<file path="src/design/rbka_pkg.sv">
// Shared types, constants and helper functions of the RPM-binned knock averager.
`default_nettype none

package rbka_pkg;

  localparam int unsigned BIN_COUNT       = 128;
  localparam int unsigned SAMPLES_PER_BIN = 8;

  localparam int unsigned SPEED_W  = 14;
  localparam int unsigned KNOCK_W  = 12;
  localparam int unsigned SEL_W    = 7;
  localparam int unsigned ORIGIN_W = 12;
  localparam int unsigned STEP_W   = 10;
  localparam int unsigned INDEX_W  = 7;
  localparam int unsigned COUNT_W  = 4;
  localparam int unsigned AVG_W    = 12;

  localparam int unsigned CFG_INDEX_W = 1;
  localparam int unsigned CFG_DATA_W  = 12;

  localparam int unsigned BIN_W    = $clog2(BIN_COUNT);
  localparam int unsigned PTR_W    = (SAMPLES_PER_BIN > 1) ? $clog2(SAMPLES_PER_BIN) : 1;
  localparam int unsigned CNT_W    = $clog2(SAMPLES_PER_BIN + 1);
  localparam int unsigned SUM_W    = KNOCK_W + $clog2(SAMPLES_PER_BIN);
  localparam int unsigned STORE_AW = $clog2(BIN_COUNT * SAMPLES_PER_BIN);

  localparam int unsigned NUM_W    = SPEED_W + 2;
  localparam int unsigned DIV_W    = STEP_W + 1;
  localparam int unsigned NITER_W  = $clog2(NUM_W);
  localparam int unsigned SITER_W  = $clog2(SUM_W);

  localparam int unsigned QUEUE_DEPTH = 2;
  localparam int unsigned QPTR_W      = $clog2(QUEUE_DEPTH);
  localparam int unsigned QCNT_W      = $clog2(QUEUE_DEPTH + 1);

  localparam logic [ORIGIN_W-1:0] ORIGIN_RESET = ORIGIN_W'(200);
  localparam logic [STEP_W-1:0]   STEP_RESET   = STEP_W'(60);

  localparam logic [NITER_W-1:0] NUM_LAST   = NITER_W'(NUM_W - 1);
  localparam logic [SITER_W-1:0] SUM_LAST   = SITER_W'(SUM_W - 1);
  localparam logic [NUM_W-1:0]   BIN_MAX_Q  = NUM_W'(BIN_COUNT - 1);
  localparam logic [BIN_W-1:0]   BIN_LAST   = BIN_W'(BIN_COUNT - 1);
  localparam logic [PTR_W-1:0]   PTR_LAST   = PTR_W'(SAMPLES_PER_BIN - 1);
  localparam logic [CNT_W-1:0]   CNT_FULL   = CNT_W'(SAMPLES_PER_BIN);
  localparam logic [QCNT_W-1:0]  QUEUE_FULL = QCNT_W'(QUEUE_DEPTH);

  typedef enum logic [1:0] {
    CMD_SAMPLE    = 2'd0,
    CMD_CLEAR_ALL = 2'd1,
    CMD_CLEAR_ONE = 2'd2,
    CMD_READ      = 2'd3
  } cmd_e;

  typedef enum logic [CFG_INDEX_W-1:0] {
    CFG_RPM_ORIGIN = 1'b0,
    CFG_RPM_STEP   = 1'b1
  } cfg_index_e;

  typedef enum logic [1:0] {
    F_IDLE,
    F_DIV,
    F_PUSH
  } front_state_e;

  typedef enum logic [2:0] {
    B_IDLE,
    B_META,
    B_OLD,
    B_DIV,
    B_OUT
  } back_state_e;

  typedef struct packed {
    cmd_e               cmd;
    logic [SPEED_W-1:0] engine_speed;
    logic [KNOCK_W-1:0] knock_level;
    logic [SEL_W-1:0]   bin_select;
  } in_t;

  typedef struct packed {
    logic [INDEX_W-1:0] bin_index;
    logic               stored;
    logic [COUNT_W-1:0] sample_count;
    logic [AVG_W-1:0]   bin_average;
  } out_t;

  typedef struct packed {
    cmd_e               cmd;
    logic [BIN_W-1:0]   bin;
    logic [KNOCK_W-1:0] knock;
    logic               rising;
    logic               sel_ok;
  } job_t;

  typedef struct packed {
    logic [CNT_W-1:0] count;
    logic [PTR_W-1:0] ptr;
    logic [SUM_W-1:0] sum;
  } meta_t;

  function automatic logic [BIN_W-1:0] sel_to_bin(logic [SEL_W-1:0] sel);
    return BIN_W'(sel);
  endfunction

  function automatic logic sel_in_range(logic [SEL_W-1:0] sel);
    return 32'(sel) < BIN_COUNT;
  endfunction

  function automatic logic [INDEX_W-1:0] bin_to_index(logic [BIN_W-1:0] bin);
    return INDEX_W'(bin);
  endfunction

  function automatic logic [COUNT_W-1:0] cnt_to_count(logic [CNT_W-1:0] cnt);
    return COUNT_W'(cnt);
  endfunction

  function automatic logic [SUM_W-1:0] knock_to_sum(logic [KNOCK_W-1:0] k);
    return SUM_W'(k);
  endfunction

  function automatic logic [STORE_AW-1:0] store_addr(int unsigned bin, int unsigned slot);
    return STORE_AW'(bin * SAMPLES_PER_BIN + slot);
  endfunction

endpackage

`default_nettype wire

</file>
<file path="src/design/rbka_queue.sv">
// Two-entry queue carrying classified transactions from the front end to the back end.
`default_nettype none

module rbka_queue (
  input  wire logic           clk_i,
  input  wire logic           rst_ni,
  input  wire logic           push_valid_i,
  output logic                push_ready_o,
  input  wire rbka_pkg::job_t push_data_i,
  output logic                pop_valid_o,
  input  wire logic           pop_ready_i,
  output rbka_pkg::job_t      pop_data_o
);

  rbka_pkg::job_t                entries_q [rbka_pkg::QUEUE_DEPTH];
  logic [rbka_pkg::QPTR_W-1:0]   wr_ptr_q;
  logic [rbka_pkg::QPTR_W-1:0]   rd_ptr_q;
  logic [rbka_pkg::QCNT_W-1:0]   count_q;
  logic                          push;
  logic                          pop;

  assign push_ready_o = (count_q != rbka_pkg::QUEUE_FULL);
  assign pop_valid_o  = (count_q != '0);
  assign pop_data_o   = entries_q[rd_ptr_q];
  assign push         = push_valid_i && push_ready_o;
  assign pop          = pop_valid_o && pop_ready_i;

  always_ff @(posedge clk_i or negedge rst_ni) begin
    if (!rst_ni) begin
      wr_ptr_q <= '0;
      rd_ptr_q <= '0;
      count_q  <= '0;
    end else begin
      if (push) begin
        wr_ptr_q <= wr_ptr_q + 1'b1;
      end
      if (pop) begin
        rd_ptr_q <= rd_ptr_q + 1'b1;
      end
      if (push && !pop) begin
        count_q <= count_q + 1'b1;
      end else if (pop && !push) begin
        count_q <= count_q - 1'b1;
      end
    end
  end

  always_ff @(posedge clk_i) begin
    if (push) begin
      entries_q[wr_ptr_q] <= push_data_i;
    end
  end

endmodule

`default_nettype wire

</file>
<file path="config.mk">
export PLATFORM = sky130hd
export DESIGN_NAME = rbka_queue
export DESIGN_NICKNAME = d
export VERILOG_FILES = /design/src/design/rbka_pkg.sv /design/src/design/rbka_queue.sv
export SDC_FILE = /design/constraint.sdc
export NUM_CORES = 1
export LEC_CHECK = 0
export BUFFER_PORTS_ARGS = -buffer_cell sky130_fd_sc_hd__buf_2
export CORE_MARGIN = 5
export CORE_UTILIZATION = 51
export DETAILED_ROUTE_END_ITERATION = 12
export PLACE_DENSITY = 0.76
export SYNTH_ARGS = -nofsm -noshare
export SYNTH_HDL_FRONTEND = slang
export SYNTH_SLANG_ARGS = --single-unit
</file>
<file path="constraint.sdc">
create_clock -name clk_i -period 2.7 [get_ports clk_i]
set_clock_uncertainty 0.2 [all_clocks]
set_input_delay 0.135 -clock clk_i [delete_from_list [all_inputs] [get_ports clk_i]]
set_output_delay 0.135 -clock clk_i [all_outputs]
set_load 0.02 [all_outputs]
</file>
After elaboration in Yosys (flattened, before gate mapping)
Memories as Yosys holds them, arrays and structs flattened.
Cells that the tools add are included.
{ "totals": {"regBits": 4, "mem_bits_rw": 46, "in_bits": 27, "output_inout_bits": 25, "elab_cells": 21, "n_memories": 1} }
{ "memory_table": {"columns": ["name", "depth", "width", "rd", "rd_clocked_by_memory_dff", "wr", "line_no", "source"], "rows": [
  ["entries_q", 2, 23, 1, 0, 1, "rbka_queue.sv:15", "rbka_pkg::job_t entries_q [rbka_pkg::QUEUE_DEPTH];"]
]} }
{ "op_classes": {"addsub": 4, "n_eq_ne": 1, "n_mux": 4, "n_reduce_logical": 8} }
{ "op_table": {"columns": ["cell", "n"], "rows": [
  ["$logic_and 1x1->1", 4],
  ["$mux 2", 2],
  ["$reduce_bool 2->1", 2],
  ["$add 1x1->1 const B", 2],
  ["$add 2x1->2 const B", 1],
  ["$logic_not 1->1", 2],
  ["$mux 1", 2],
  ["$ne 2x2->1 const B", 1],
  ["$sub 2x1->2 const B", 1]
]} }

Logic depth before layout (Yosys ltp)
{ "depth": {"ltp_word": 6, "depth_mapped": 7, "ltp_nobuf": 7} }

Worst setup path after synthesis
OpenSTA, ideal clock, no wires.
{ "synth_timing": {"kind": "flip-flop to flip-flop", "start": "register count_q[0] in the netlist's numbering", "end": "memory entries_q[0][0] in the netlist's numbering, enable pin", "setup_ns": 0.403, "arrival_time_ns": 1.782, "required_ns": 2.097, "setup_slack_ns": 0.315, "stages_incl_launch_ff": 4, "path_buffers": 0, "period_less_slack_ns": 2.385, "cell_sequence": "dfrtp_1 -> nand2b_1 -> nand2_1 -> nor2_1"} }
{ "synth_between": {"elab_chain_cells": 4} }
{ "synth_rtl": {"columns": ["item", "line_no", "source"], "rows": [
  ["from (decl)", "rbka_queue.sv:18", "logic [rbka_pkg::QCNT_W-1:0] count_q;"],
  ["from (signal assigned)", "rbka_queue.sv:41", "count_q <= count_q + 1'b1;"],
  ["from (signal assigned)", "rbka_queue.sv:43", "count_q <= count_q - 1'b1;"],
  ["$ne 2x2->1", "rbka_queue.sv:22", "assign push_ready_o = (count_q != rbka_pkg::QUEUE_FULL);"],
  ["via push_ready_o", "rbka_queue.sv:8", "output logic push_ready_o,"],
  ["$logic_and 1x1->1", "rbka_queue.sv:25", "assign push = push_valid_i && push_ready_o;"],
  ["$mux 1", "rbka_queue.sv:49", "if (push) begin"],
  ["$mux 1 (implied by the code)", "rbka_queue.sv:50", "entries_q[wr_ptr_q] <= push_data_i;"],
  ["to (decl)", "rbka_queue.sv:15", null]
]} }
The timed path passes the listed nets, and every way through them passes these cells.

==> summary.txt <==
Status
  – Outcome: finished clean

Logic synthesis
  – EDFF count, synth: 46
  – YS warnings: 0
  – Synth area leader: edfxtp_1
  – Prevailing post-synth register cell: edfxtp_1
  – Ys async rst share: 8.00%
  – Most frequent cell after synthesis: edfxtp_1
  – Unique cell type count in the Yosys netlist: 16
  – Top post-synthesis cells by area: edfxtp_1 70%, mux2_4 15%, dfrtp_1 5.1%
  – Mapped cell area: 1960 µm²
  – Syn avg cell area: 21.8 µm²
  – Post-synth net total: 118
  – Synthesized flop and latch total: 50
  – Synth top area share: 70.5%
  – Most frequent cells after synthesis: 46 x edfxtp_1, 19 x mux2_4, 4 x dfrtp_1, 4 x mux2_2, 3 x xnor2_1
  – Mapped Cells: 90
  – Sequential area share after synthesis: 75.6%

Min path
  – Hold Crit Start: count_q[1]
  – Worst Hold Class: flop to flop

Power and ir drop
  – Leak: 1.08 nW
  – VDD IR max: 0.660 mV
  – Pwr Total: 0.00266 W
  – Power per cell area: 1010 nW/µm²

Routing
  – DR pass1 iterations: 3
  – # DRC: 0
  – Detail Route Antenna Nets: 0
  – Number of DRC markers in iteration 0: 29
  – Per-cell routed wire length: 13.8 µm
  – Drt via density: 4.57
  – Final wirelength: 3120 µm
  – Routed via count: 1028

Cells and area
  – Final core occ: 71.5%
  – Nets: 204
  – Fill cells: 253
  – Register area: 1480 µm²
  – Post-route cell area: 2640 µm²
  – Final antenna diode count: 0
  – Multi-input gate area: 425 µm²
  – Layout cells sized above 1: 49.2%
  – Area growth syn-to-layout: 34.5%
  – Final Instance Count excl. Fillers: 225

Critical path
  – Critical Path Slowest Stage Cell: dfrtp_1
  – R2r setup slk: 910 ps
  – Crit-path cells: buf_4 -> mux2_2 -> buf_2
  – Startpoint types: flop
  – CP Launch Point: rd_ptr_q
  – CP max FO: 9
  – Origin of the critical flop-to-flop path: count_q[0]
  – Critical Path AT: 1700 ps
  – CP Data Required Time: 2370 ps
  – CP endpoint kind: primary output
  – Crit path largest cell delay: 630 ps
  – Setup CP Type: flop to primary output

STA
  – RSZ-0062 raised after global routing: false
  – Hold Vio Cnt, Final: 0
  – Fin crit period: 2040 ps
  – Fmax: 0.490 GHz
  – Setup-failing EPs final: 0
  – Final Slew Violations: 0
  – Tcrit/Tclk final: 75.5%
  – Worst slew pin tran: 460 ps
  – Setup_tns: 0 ps
  – Max-Slew Margin vs Limit: 69.3%

GRT
  – Vias in the first global route: 1077
  – Gr ovfl total: 0
  – Largest net degree at the start of global routing: 24
  – Initial antenna violation count: 0
  – Gr usage total: 13.1%
  – Global-route wire length before repair: 5040 µm

Clock tree
  – H-Tree Depth: 2
  – Clk pin slew, worst setup/hold paths: 80 ps
  – Clk sink count: 50
  – CTS tree: built
  – Setup bufs post-CTS: 0
  – Root buffer selected by CTS: clkbuf_8
  – TritonCTS Buffers: 5
  – Worst-Skew Late Latency: 290 ps
  – CTS Buffer Depth: 2

Die
  – Core Region: 3690 µm²
  – I/O pin cnt: 52
  – Die W: 72.0 µm
  – FP Rows: 22
  – Die area: 5180 µm²
  – Die height: 72.0 µm
  – Initial core utilization: 53.1%

Placement
  – Post-DP Area: 2260 µm²
  – Port Buffer Count: 51
  – Final Wtd Congestion: 0.678
  – Post-DP HPWL: 2160 µm
  – Placed insts: 190

Job
  – Maxcap violations: 0
-- metal layers --
layer,up-vias,track usage [%],part of all wire (%)
met5,-,0,0
met4,0,6.26,0.71
met3,3,3.74,7.3
met2,40,20.5,48
met1,475,16.7,44
li1,510,-,-
-- per-stage QoR --
step	hold WS, ps	setup WS [ps]
final	299	661
after global routing	323	555
after CTS	303	617
after detailed placement	-250	916
after global placement	-257	969
after floorplan	-361	315
-- power breakdown --
part / switching, W / internal, W / total (W)
logic: 0.000533 / 0.000479 / 0.00101
clock network: 0.000219 / 0.000276 / 0.000495
registers: 0.0000887 / 0.00106 / 0.00115
total: 0.000841 / 0.00182 / 0.00266
-- kinds of logic after synthesis --
logic type / synth area share, %
xor+xnor: 2.24
fa+ha+maj: 0.638
buf+inv: 2.81
flops: 75.6
mux: 16.9
simple gates: 1.85
-- cells in the final DEF (no fill, tap or decap) --
cell	instances
nor2_2	1
clkinvlp_4	1
dfrtp_1	4
bufinv_16	1
clkbuf_1	1
nor2_1	1
nand2_2	1
edfxtp_1	46
ha_1	1
nand2b_1	1
inv_1	1
mux2_2	4
and3_1	1
xor2_1	2
nand2_1	1
buf_2	51
xnor2_1	3
buf_4	4
dlygate4sd3_1	27
or2_1	1
mux2_4	19
clkbuf_8	5
-- registers in the layout (all words and copies together) (netlist names) --
| name | cells |
|---|---|
| entries_q | 46 |
| count_q | 2 |
| rd_ptr_q | 1 |
| wr_ptr_q | 1 |
-- area by class of cell --
cell class | count | area share, %
Timing Repair Buffer | 82 | 21.1
Inverter | 1 | 0.142
Clock buffer | 6 | 2.75
Sequential cell | 50 | 56.2
Clock inverter | 2 | 1.42
Tap cell | 48 | 2.28
Multi-Input combinational cell | 36 | 16.1
-- final timing paths --
check,cells past startpoint,endpoint
hold / removal,1,count_q[1]
setup / recovery,3,pop_data_o[2]
setup reg to reg,3,entries_q[1][12]
hold reg to reg,1,count_q[1]
max in group asynchronous,3,rd_ptr_q
min in group asynchronous,3,count_q[1]
-- worst max-delay path, delay by kind of cell, from the launching register on --
| family | cells | cell delay, ps |
|---|---|---|
| multiplexers | 1 | 350 |
| buffers and inverters | 2 | 430 |
| flip-flops | 1 | 630 |
-- timing repair --
action,CTS,global route
hold endpoints to repair,52,0
endpoints found under the setup margin,0,0
gates resized for setup,0,0
hold buffers,27,0
Note: power is estimated with default switching activity, not from simulation.
